**config.mk**
```make
export PLATFORM = sky130hd
export DESIGN_NAME = tccw_front
export DESIGN_NICKNAME = d
export VERILOG_FILES = /design/src/sv/assert_macros.svh /design/src/sv/tccw_pkg.sv /design/src/sv/tccw_front.sv
export SDC_FILE = /design/constraint.sdc
export NUM_CORES = 1
export LEC_CHECK = 0
export BUFFER_PORTS_ARGS = -buffer_cell sky130_fd_sc_hd__buf_2
export CORE_MARGIN = 10
export CORE_UTILIZATION = 25
export DETAILED_ROUTE_END_ITERATION = 16
export PLACE_DENSITY = 0.83
export SYNTH_ARGS = -nofsm -noshare
export SYNTH_HDL_FRONTEND = slang
export SYNTH_SLANG_ARGS = --single-unit
export TNS_END_PERCENT = 1
```
**constraint.sdc**
```tcl
create_clock -name vclk -period 1.2
set_input_delay 0 -clock vclk [all_inputs]
set_output_delay 0 -clock vclk [all_outputs]
set_load 0.01 [all_outputs]
```
**src/sv/assert_macros.svh**
```systemverilog
// Assertion macros shared by the console writer RTL.
`ifndef ASSERT_MACROS_SVH
`define ASSERT_MACROS_SVH

// Check that the antecedent implies the consequent in the same cycle.
`define ASSERT_IMPLIES(label, ante, cons) \
    label: assert property (@(posedge clk) disable iff (!rst_n) (ante) |-> (cons)) \
        else $error("assertion failed: implication does not hold");

// Check that a condition is never true.
`define ASSERT_NEVER(label, cond) \
    label: assert property (@(posedge clk) disable iff (!rst_n) !(cond)) \
        else $error("assertion failed: forbidden condition seen");

`endif

```
**src/sv/tccw_pkg.sv**
```systemverilog
// Package with types and constants of the text console character writer.
`timescale 1ns / 1ps

package tccw_pkg;

    localparam int COLUMNS_DEFAULT = 80;
    localparam int ROWS_DEFAULT    = 25;

    localparam int COL_W      = 7;
    localparam int ROW_W      = 6;
    localparam int OFFS_W     = 13;
    localparam int IDX_W      = 11;
    localparam int CHAR_W     = 8;
    localparam int ATTR_W     = 8;
    localparam int OUT_ROW_W  = 5;
    localparam int OUT_OFFS_W = 11;
    localparam int COLOR_W    = 4;
    localparam int CFG_IDX_W  = 1;
    localparam int CELL_W     = CHAR_W + ATTR_W;
    localparam int QUEUE_DEPTH = 2;
    localparam int TAB_STEP   = 8;

    localparam logic [CFG_IDX_W-1:0] REG_BACKGROUND = 1'b0;
    localparam logic [CFG_IDX_W-1:0] REG_FOREGROUND = 1'b1;

    localparam logic [COLOR_W-1:0] BACKGROUND_RESET = 4'd0;
    localparam logic [COLOR_W-1:0] FOREGROUND_RESET = 4'd7;

    localparam logic [CHAR_W-1:0] CHAR_BS       = 8'h08;
    localparam logic [CHAR_W-1:0] CHAR_TAB      = 8'h09;
    localparam logic [CHAR_W-1:0] CHAR_LF       = 8'h0A;
    localparam logic [CHAR_W-1:0] CHAR_CR       = 8'h0D;
    localparam logic [CHAR_W-1:0] CHAR_SPACE    = 8'h20;
    localparam logic [CHAR_W-1:0] CHAR_PRINT_HI = 8'h7F;

    typedef enum logic [1:0] {
        ACT_PUT   = 2'd0,
        ACT_READ  = 2'd1,
        ACT_CLEAR = 2'd2,
        ACT_SET   = 2'd3
    } action_t;

    typedef enum logic [2:0] {
        CLS_BS,
        CLS_TAB,
        CLS_CR,
        CLS_LF,
        CLS_PRINT,
        CLS_IGNORE
    } char_class_t;

    typedef enum logic [2:0] {
        BK_IDLE,
        BK_READ,
        BK_CLEAR,
        BK_SCROLL,
        BK_SCROLL_END
    } back_state_t;

    typedef struct packed {
        action_t             act;
        char_class_t         cls;
        logic [CHAR_W-1:0]   ch;
        logic                idx_ok;
        logic [IDX_W-1:0]    idx;
        logic [COL_W-1:0]    col;
        logic [ROW_W-1:0]    row;
    } cmd_t;

    typedef struct packed {
        logic [COL_W-1:0]      col;
        logic [OUT_ROW_W-1:0]  row;
        logic [OUT_OFFS_W-1:0] offset;
        logic [CHAR_W-1:0]     ch;
        logic [ATTR_W-1:0]     attr;
    } res_t;

    typedef struct packed {
        logic full;
        logic empty;
    } q_stat_t;

endpackage

```
**src/sv/tccw_front.sv**
```systemverilog
// Front end: accept transactions and classify them into commands.
`timescale 1ns / 1ps

module tccw_front #(
    parameter int COLUMNS = tccw_pkg::COLUMNS_DEFAULT,
    parameter int ROWS    = tccw_pkg::ROWS_DEFAULT
) (
    input  logic                           in_valid,
    output logic                           in_ready,
    input  logic [1:0]                     action,
    input  logic [tccw_pkg::CHAR_W-1:0]    char_code,
    input  logic [tccw_pkg::IDX_W-1:0]     cell_index,
    input  logic [tccw_pkg::COL_W-1:0]     new_column,
    input  logic [tccw_pkg::OUT_ROW_W-1:0] new_row,
    input  tccw_pkg::q_stat_t              q_stat,
    output logic                           push,
    output tccw_pkg::cmd_t                 cmd
);

    localparam int CELLS = COLUMNS * ROWS;

    assign in_ready = !q_stat.full;
    assign push     = in_valid && in_ready;

    always_comb
    begin
        cmd.act = tccw_pkg::action_t'(action);
        cmd.ch  = char_code;
        cmd.idx = cell_index;

        if (char_code >= tccw_pkg::CHAR_SPACE && char_code <= tccw_pkg::CHAR_PRINT_HI)
        begin
            cmd.cls = tccw_pkg::CLS_PRINT;
        end
        else
        begin
            unique case (char_code)
                tccw_pkg::CHAR_BS:  cmd.cls = tccw_pkg::CLS_BS;
                tccw_pkg::CHAR_TAB: cmd.cls = tccw_pkg::CLS_TAB;
                tccw_pkg::CHAR_CR:  cmd.cls = tccw_pkg::CLS_CR;
                tccw_pkg::CHAR_LF:  cmd.cls = tccw_pkg::CLS_LF;
                default:            cmd.cls = tccw_pkg::CLS_IGNORE;
            endcase
        end

        // Saturate the requested cursor to the screen.
        if (8'(new_column) >= 8'(COLUMNS))
            cmd.col = tccw_pkg::COL_W'(COLUMNS - 1);
        else
            cmd.col = new_column;

        if (7'(new_row) >= 7'(ROWS))
            cmd.row = tccw_pkg::ROW_W'(ROWS - 1);
        else
            cmd.row = tccw_pkg::ROW_W'(new_row);

        cmd.idx_ok = (14'(cell_index) < 14'(CELLS));
    end

endmodule

```
==> impl_metrics.json <==
{
  "drtPass1Iterations": 2,
  "synth.top_cell.area_share_pct": 46.48,
  "fp.dieH_um": 57.70,
  "start_util_pct": 26.97,
  "ir_worst_vdd_v": 0.0001336,
  "final.clkbuf_count": 0,
  "seq_area_frac_synth_pct": 0,
  "worst_path_most_repeated_cell": "buf_2",
  "viasPerCell": 4.078,
  "path_class": "primary input to output port",
  "p_seq_share_pct": 0,
  "drc": 0,
  "layout_min_cycle_time_ns": 1.117,
  "min-delay-path-class": "primary input to output port",
  "final.fill_count": 140,
  "cts_resized": 0,
  "internal_power_uw": 93.23,
  "cap_violations": 0,
  "row_count": 13,
  "power.density_nw_per_um2": 361.3,
  "syn-num-nets": 86,
  "grt_max_degree": 6,
  "combPwrFrac_pct": 100.0,
  "cp-start-kind": "primary input",
  "diodes": 0,
  "grt_pass1_wl_um": 2104,
  "placed_cell_area_um2": 508.0,
  "grt_pass1_vias": 464,
  "critPathRequiredTime_ns": 1.20,
  "totalWireLength_um": 1384,
  "port_buffers": 62,
  "setup_viol": 0,
  "fin_area_um2": 508.0,
  "ant_nets": 0,
  "clkPwrFrac_pct": 0,
  "cp_top_family": "simple AND/OR/NAND/NOR gates",
  "p_leak_uw": 0.0003058,
  "timing.critical_path.to": "cmd[35]",
  "hold_viol_final": 0,
  "synth_area_um2": 355.3,
  "numSequentialCells": 0,
  "cp.arrival_ns": 1.12,
  "outcome": "finished, final reports clean",
  "crit_path_start": "char_code[4]",
  "coreArea_um2": 1318,
  "synth_cell_types": 20,
  "cp.depth": 4,
  "nNetsFinal": 125,
  "swShare_pct": 49.20,
  "wire_per_inst_um": 13.57,
  "grt_remaining_overflow": 0,
  "fin_crit_sh_pct": 93.10,
  "worst-path-buf-inv": 2,
  "ys_top_cells_by_area": "buf_4 (46%), nand2b_1 (7.0%), and2_1 (5.3%)",
  "fp.dieW_um": 57.70,
  "io_pins": 76,
  "post_cts_buffers": 0,
  "synth_top_cell_by_area": "buf_4",
  "fmaxAchievable_mhz": 895.1,
  "gp_congestion": 0.6269,
  "avgSynthCellArea_um2": 7.107,
  "ctsHoldBuffers": 0,
  "endpoint_kind": "output port",
  "synth_warnings": 0,
  "drt_iter0_drc": 2,
  "slowest_delay_ns": 0.46,
  "fin_tns_setup_ns": 0,
  "rsz0062_at_grt": "false",
  "switchingPower_uw": 90.30,
  "path_cells": "buf_2 > or3b_4 > or4_1 > buf_2",
  "drv_slew": 0,
  "vias": 416,
  "antenna_found_initial": 0,
  "die-area_um2": 3329,
  "grt_usage_pct": 7.050,
  "cp_slowest_cell": "or4_1",
  "drive_above_1_share_pct": 77.01,
  "crit_fanout": 3,
  "synth_cells": 50,
  "area_growth_pct": 42.96,
  "ff_latch_area_um2": 0
}
## metrics by stage
step                      std cells  utilization (%)  hold slack, ns  setup WS [ns]  power, uW
after floorplan                  50                -         0.03498         0.2848      131.3
after global placement          102            38.56      0.00006862        0.08899      185.3
after detailed placement        102            38.56      0.00006862        0.08272      187.1
after CTS                       102            38.56      0.00006862        0.07879      187.6
after global routing            102            38.56      0.00002709        0.03260      204.4
final                           102            38.56      0.00001345        0.08278      183.5
## synth_stat cells
library cell / count
a2111oi_2: 1
and2_1: 3
and3_1: 1
buf_4: 22
clkbuf_1: 3
conb_1: 1
inv_1: 1
mux2_2: 1
nand2_1: 1
nand2b_1: 4
nand3b_1: 1
nor2_1: 1
nor2b_1: 3
o2111ai_1: 1
o21ai_0: 1
o32a_2: 1
or3b_2: 1
or3b_4: 1
or4_1: 1
xor2_1: 1
## kinds of logic (layout without fill, tap and decap cells)
family,Yosys count,count (layout),synth area share (%)
AO/OA/AOI/OAI,4,4,11.27
XOR/XNOR,1,1,2.465
buffers and inverters,26,63,50.70
multiplexers,1,1,3.169
other,1,1,1.055
AND/OR/NAND/NOR,17,17,31.34
## how the worst min path moves through the flow
stage / startpoint / to / slack [ns] / cells past startpoint
2_1_floorplan: char_code[6] / cmd[34] / 0.03 / 1
3_3_place_gp: action[1] / cmd[37] / 0.00007 / 0
3_5_place_dp: action[1] / cmd[37] / 0.00007 / 0
4_1_cts: action[1] / cmd[37] / 0.00007 / 0
5_1_grt: action[0] / cmd[36] / 0.00003 / 0
6_report: action[0] / cmd[36] / 0.00001 / 0
## power by group through the flow
stage          Sequential [uW]  Clock, uW  Combinational (uW)
3_3_place_gp                 0          0                 185
4_1_cts                      0          0                 188
2_1_floorplan                0          0                 131
6_report                     0          0                 184
5_1_grt                      0          0                 204
3_5_place_dp                 0          0                 187
## cell type report
type                       count  area, um2  area share (%)
inverter                       1      3.754          0.7389
multi-input combinational     24      175.2           34.48
tap                           15      18.77           3.695
timing repair buffer          62      310.3           61.08
## routing by layer
metal  up-vias  global-route usage, %  share of wire, %  routed length, um
li1        216                      -                 -                  -
met1       158                  7.022                37                509
met2        40                  12.42                45                617
met3         2                  4.793                18                253
met4         0                 0.3356              0.29                  4
met5         -                      0                 0                  0
## placed cells by master (no fill, tap or decap), types with 3 or more instances in the layout
master	synthesis	routed
buf_2	0	62
nor2b_1	3	3
and2_1	3	3
nand2b_1	4	4
No activity file was read; power rests on OpenSTA's default activity.
