--- src/sv/assert_macros.svh ---
// Assertion macros shared by the console writer RTL.
`ifndef ASSERT_MACROS_SVH
`define ASSERT_MACROS_SVH

// Check that the antecedent implies the consequent in the same cycle.
`define ASSERT_IMPLIES(label, ante, cons) \
    label: assert property (@(posedge clk) disable iff (!rst_n) (ante) |-> (cons)) \
        else $error("assertion failed: implication does not hold");

// Check that a condition is never true.
`define ASSERT_NEVER(label, cond) \
    label: assert property (@(posedge clk) disable iff (!rst_n) !(cond)) \
        else $error("assertion failed: forbidden condition seen");

`endif

--- src/sv/tccw_pkg.sv ---
// Package with types and constants of the text console character writer.
`timescale 1ns / 1ps

package tccw_pkg;

    localparam int COLUMNS_DEFAULT = 80;
    localparam int ROWS_DEFAULT    = 25;

    localparam int COL_W      = 7;
    localparam int ROW_W      = 6;
    localparam int OFFS_W     = 13;
    localparam int IDX_W      = 11;
    localparam int CHAR_W     = 8;
    localparam int ATTR_W     = 8;
    localparam int OUT_ROW_W  = 5;
    localparam int OUT_OFFS_W = 11;
    localparam int COLOR_W    = 4;
    localparam int CFG_IDX_W  = 1;
    localparam int CELL_W     = CHAR_W + ATTR_W;
    localparam int QUEUE_DEPTH = 2;
    localparam int TAB_STEP   = 8;

    localparam logic [CFG_IDX_W-1:0] REG_BACKGROUND = 1'b0;
    localparam logic [CFG_IDX_W-1:0] REG_FOREGROUND = 1'b1;

    localparam logic [COLOR_W-1:0] BACKGROUND_RESET = 4'd0;
    localparam logic [COLOR_W-1:0] FOREGROUND_RESET = 4'd7;

    localparam logic [CHAR_W-1:0] CHAR_BS       = 8'h08;
    localparam logic [CHAR_W-1:0] CHAR_TAB      = 8'h09;
    localparam logic [CHAR_W-1:0] CHAR_LF       = 8'h0A;
    localparam logic [CHAR_W-1:0] CHAR_CR       = 8'h0D;
    localparam logic [CHAR_W-1:0] CHAR_SPACE    = 8'h20;
    localparam logic [CHAR_W-1:0] CHAR_PRINT_HI = 8'h7F;

    typedef enum logic [1:0] {
        ACT_PUT   = 2'd0,
        ACT_READ  = 2'd1,
        ACT_CLEAR = 2'd2,
        ACT_SET   = 2'd3
    } action_t;

    typedef enum logic [2:0] {
        CLS_BS,
        CLS_TAB,
        CLS_CR,
        CLS_LF,
        CLS_PRINT,
        CLS_IGNORE
    } char_class_t;

    typedef enum logic [2:0] {
        BK_IDLE,
        BK_READ,
        BK_CLEAR,
        BK_SCROLL,
        BK_SCROLL_END
    } back_state_t;

    typedef struct packed {
        action_t             act;
        char_class_t         cls;
        logic [CHAR_W-1:0]   ch;
        logic                idx_ok;
        logic [IDX_W-1:0]    idx;
        logic [COL_W-1:0]    col;
        logic [ROW_W-1:0]    row;
    } cmd_t;

    typedef struct packed {
        logic [COL_W-1:0]      col;
        logic [OUT_ROW_W-1:0]  row;
        logic [OUT_OFFS_W-1:0] offset;
        logic [CHAR_W-1:0]     ch;
        logic [ATTR_W-1:0]     attr;
    } res_t;

    typedef struct packed {
        logic full;
        logic empty;
    } q_stat_t;

endpackage

--- src/sv/tccw_queue.sv ---
// Short command queue between the front and back ends.
`timescale 1ns / 1ps

module tccw_queue (
    input  logic              clk,
    input  logic              rst_n,
    input  logic              push,
    input  tccw_pkg::cmd_t    push_data,
    input  logic              pop,
    output logic              head_valid,
    output tccw_pkg::cmd_t    head_data,
    output tccw_pkg::q_stat_t stat
);

    localparam int DEPTH = tccw_pkg::QUEUE_DEPTH;
    localparam int PTR_W = $clog2(DEPTH);
    localparam int CNT_W = $clog2(DEPTH + 1);

    tccw_pkg::cmd_t   entries_reg [DEPTH];
    logic [PTR_W-1:0] wr_ptr_reg, wr_ptr_next;
    logic [PTR_W-1:0] rd_ptr_reg, rd_ptr_next;
    logic [CNT_W-1:0] count_reg, count_next;
    logic             do_push, do_pop;

    assign stat.full  = (count_reg == CNT_W'(DEPTH));
    assign stat.empty = (count_reg == '0);
    assign head_valid = !stat.empty;
    assign head_data  = entries_reg[rd_ptr_reg];

    assign do_push = push && !stat.full;
    assign do_pop  = pop && !stat.empty;

    always_comb
    begin
        wr_ptr_next = wr_ptr_reg;
        rd_ptr_next = rd_ptr_reg;
        count_next  = count_reg;
        if (do_push)
            wr_ptr_next = (wr_ptr_reg == PTR_W'(DEPTH - 1)) ? '0 : wr_ptr_reg + 1'b1;
        if (do_pop)
            rd_ptr_next = (rd_ptr_reg == PTR_W'(DEPTH - 1)) ? '0 : rd_ptr_reg + 1'b1;
        if (do_push && !do_pop)
            count_next = count_reg + 1'b1;
        else if (do_pop && !do_push)
            count_next = count_reg - 1'b1;
    end

    always_ff @(posedge clk or negedge rst_n)
    begin
        if (!rst_n)
        begin
            wr_ptr_reg <= '0;
            rd_ptr_reg <= '0;
            count_reg  <= '0;
        end
        else
        begin
            wr_ptr_reg <= wr_ptr_next;
            rd_ptr_reg <= rd_ptr_next;
            count_reg  <= count_next;
        end
    end

    always_ff @(posedge clk)
    begin
        if (do_push)
            entries_reg[wr_ptr_reg] <= push_data;
    end

endmodule

--- config.mk ---
export PLATFORM = sky130hd
export DESIGN_NAME = tccw_queue
export DESIGN_NICKNAME = d
export VERILOG_FILES = /design/src/sv/assert_macros.svh /design/src/sv/tccw_pkg.sv /design/src/sv/tccw_queue.sv
export SDC_FILE = /design/constraint.sdc
export NUM_CORES = 1
export LEC_CHECK = 0
export BUFFER_PORTS_ARGS = -buffer_cell sky130_fd_sc_hd__buf_2
export CELL_PAD_IN_SITES_DETAIL_PLACEMENT = 1
export CELL_PAD_IN_SITES_GLOBAL_PLACEMENT = 1
export CORE_ASPECT_RATIO = 1.1
export CORE_MARGIN = 2
export CORE_UTILIZATION = 43
export CTS_CLUSTER_SIZE = 10
export DETAILED_ROUTE_END_ITERATION = 7
export GPL_ROUTABILITY_DRIVEN = 0
export PLACE_DENSITY_LB_ADDON = 0.1
export SYNTH_ARGS = -nofsm -noshare
export SYNTH_HDL_FRONTEND = slang
export SYNTH_SLANG_ARGS = --single-unit
--- constraint.sdc ---
create_clock -name clk -period 3.15 [get_ports clk]
set_input_delay 0.63 -clock clk [delete_from_list [all_inputs] [get_ports clk]]
set_output_delay 0.63 -clock clk [all_outputs]
set_load 0.02 [all_outputs]
==> metrics.md <==
| Metric | Value |
|---|---|
| Outcome | `finished clean` |
| Slowest CP cell | `dfrtp_2` |
| Worst setup margin | `0.777 ns` |
| Post-CTS Hold Fix Bufs | `0` |
| Worst vdd ir | `0.000578 V` |
| Layout area overhead | `23.9%` |
| CTS resizes | `0` |
| Worst Tran Pin Value | `0.888 ns` |
| Fraction of layout cells with a size suffix above 1 | `60.0%` |
| Min-delay worst type | `in -> async` |
| Ranking of synthesized cells by area | `edfxtp_1, mux2_2, mux2_4` |
| Sequential cell area fraction in the yosys report | `79.7%` |
| Clock Latency Late Sink | `0.34 ns` |
| Top delay family on crit path | `flip-flops` |
| Largest net degree at the start of global routing | `39` |
| Yosys Warn Count | `0` |
| HPWL Detailed | `3.55 mm` |
| Worst EP arrival | `1.74 ns` |
| I/O pins | `83` |
| Via Count | `1511` |
| Setup TNS Final | `0 ns` |
| Critical path buffers and inverters | `2` |
| Clock root cell | `clkbuf_8` |
| Routed WL per cell | `16.2 um` |
| DRT antenna net count | `0` |
| IO buf count | `82` |
| Cell count along the critical path | `3` |
| Ordered list of cells on the worst path | `buf_4 > mux2_2 > buf_2` |
| Die width | `83.5 um` |
| CP required | `2.52 ns` |
| Ratio of final minimum period to clock period | `75.3%` |
| H-tree depth | `3` |
| Critical path destination | `head_data[25]` |
| Reg2Reg Capture Point | `entries_reg[1][5]` |
| FF/Latch Area | `2380 sq um` |
| Post-route design area | `3700 sq um` |
| Setup CP Type | `reg -> out` |
| Starting Density | `44.8%` |
| Shortest period the worst path allows | `2.37 ns` |
| Global-route wire length before repair | `8.19 mm` |
| Worst setup path startpoint | `rd_ptr_reg` |
| Die area | `7640 sq um` |
| LEAKAGE | `0.00145 uW` |
| Cell taking the most area after synthesis | `edfxtp_1` |
| DIE HEIGHT | `91.5 um` |
| Hold Vio Cnt, Final | `0` |
| Worst r2r src | `count_reg[0]` |
| Avg Synthesized Cell Area | `21.7 sq um` |
| First-pass DRT Iterations | `4` |
| Max cap viols | `0` |
| RSZ-0062 raised after global routing | `no` |
| Final setup fails | `0` |
| Slew Viols, Final | `0` |
| Initial DRC Count | `73` |
| Post-CTS setup buffers | `0` |
| Initial antenna violation count | `0` |
| Worst reg2reg setup slack | `1.40 ns` |
| Via density | `4.77` |
| Layout Nets | `273` |
| CTS Buf Count | `9` |
| Commonest non-fill, non-tap cell in the layout | `buf_2` |
| Flops & latches, synth | `80` |
| Share of the synthesized area in the top cell type | `76.3%` |
| Total GRT Usage | `14.5%` |
| F_max | `421 MHz` |
| Most frequent cells in the layout | `buf_2, edfxtp_1, mux2_2` |
| CTS tree | `yes` |
| Placed cell area | `3490 sq um` |
| Final wirelength | `5.14 mm` |
| Gr ovfl total | `0` |
| Max_slew headroom | `40.8%` |
| Placement Setup Slack | `1.13 ns` |
| FF-to-FF path depth | `2` |
| Multi-input logic area | `564 sq um` |
| Row count | `31` |
| Number of global-route vias before repair | `1694` |
| Core Area | `6670 sq um` |
| Crit-path max cell delay | `0.53 ns` |
| Num Clock Sinks | `80` |
| Cells after synthesis | `138` |
| Worst Clk Skew | `0.00802 ns` |
| # DRC | `0` |
| Worst-path clk slew | `0.08 ns` |
| Unique cell type count in the Yosys netlist | `16` |
| Largest driver fanout on the critical path | `16` |
| Syn Nets | `181` |
| Ant. Diodes | `0` |
| CP startpoint kind | `flip-flop` |
| Fillers | `637` |
| Synthesized area | `2990 sq um` |
| Max reg flops | `76` |
| CP Capture Type | `output pin` |
| Pwr Density | `964 nW/um^2` |
| Clock tree buffer depth | `2` |
[Yosys cell counts (all sizes together)]
master / n
edfxtp: 76
mux2: 38
buf: 4
dfrtp: 4
inv: 3
xnor2: 3
nand2: 2
nor2: 2
xor2: 2
and3: 1
ha: 1
nand2b: 1
or2: 1
[worst register-to-register path: cells and delay by family, from the launching register on]
family | cells | cell delay [ns]
DFF | 1 | 0.41
and+or+nand+nor | 2 | 0.96
[layout make-up]
class | instances | area share (%)
Timing Repair Buffer | 85 | 11.7
Inverter | 3 | 0.304
Multi-Input combinational cell | 51 | 15.2
Tap cell | 82 | 2.77
Clock inverter | 7 | 2.33
Clock buffer | 9 | 3.34
Sequential cell | 80 | 64.3
[stage by stage]
| step | total power (uW) | utilization [%] | hold WS (ns) | std cells |
|---|---|---|---|---|
| global route | 3740 | 55.5 | 0.0601 | 317 |
| CTS | 3630 | 55.5 | 0.0631 | 317 |
| detailed placement | 2840 | 52.4 | 0.445 | 301 |
| global placement | 2800 | 52.4 | 0.444 | 301 |
| finish | 3570 | 55.5 | 0.0765 | 317 |
| floorplan | 2480 | - | 0.334 | 138 |
[layer usage]
metal / share of wire (%) / wire (um) / global-route usage (%) / vias to the layer above
met4: 3.0 / 153 / 9.14 / 0
met2: 52 / 2690 / 25.2 / 59
met3: 5.7 / 294 / 4.09 / 11
met1: 39 / 2000 / 15.5 / 728
li1: - / - / - / 713
met5: 0 / 0 / 0 / -
[worst min-delay path by stage]
stage                              end  cells past startpoint
after floorplan           count_reg[0]                      0
after global placement    count_reg[1]                      1
after detailed placement    wr_ptr_reg                      1
after CTS                   rd_ptr_reg                      1
after global routing        rd_ptr_reg                      1
final                       rd_ptr_reg                      1
[report_power, final]
group,switching [uW],internal [uW]
Sequential,99.2,1460
Clock,349,439
Combinational,710,512
Total,1160,2410
[cells by family (layout without fill, tap and decap cells)]
group / Yosys count / in the layout / synth area share, %
adders and majority gates: 1 / 1 / 0.418
muxes: 38 / 38 / 15.6
buffers and inverters: 7 / 104 / 1.76
DFF: 80 / 80 / 79.7
and+or+nand+nor: 7 / 7 / 1.13
xor gates and xnor gates: 5 / 5 / 1.46
Power figures use the tool's default switching activity.
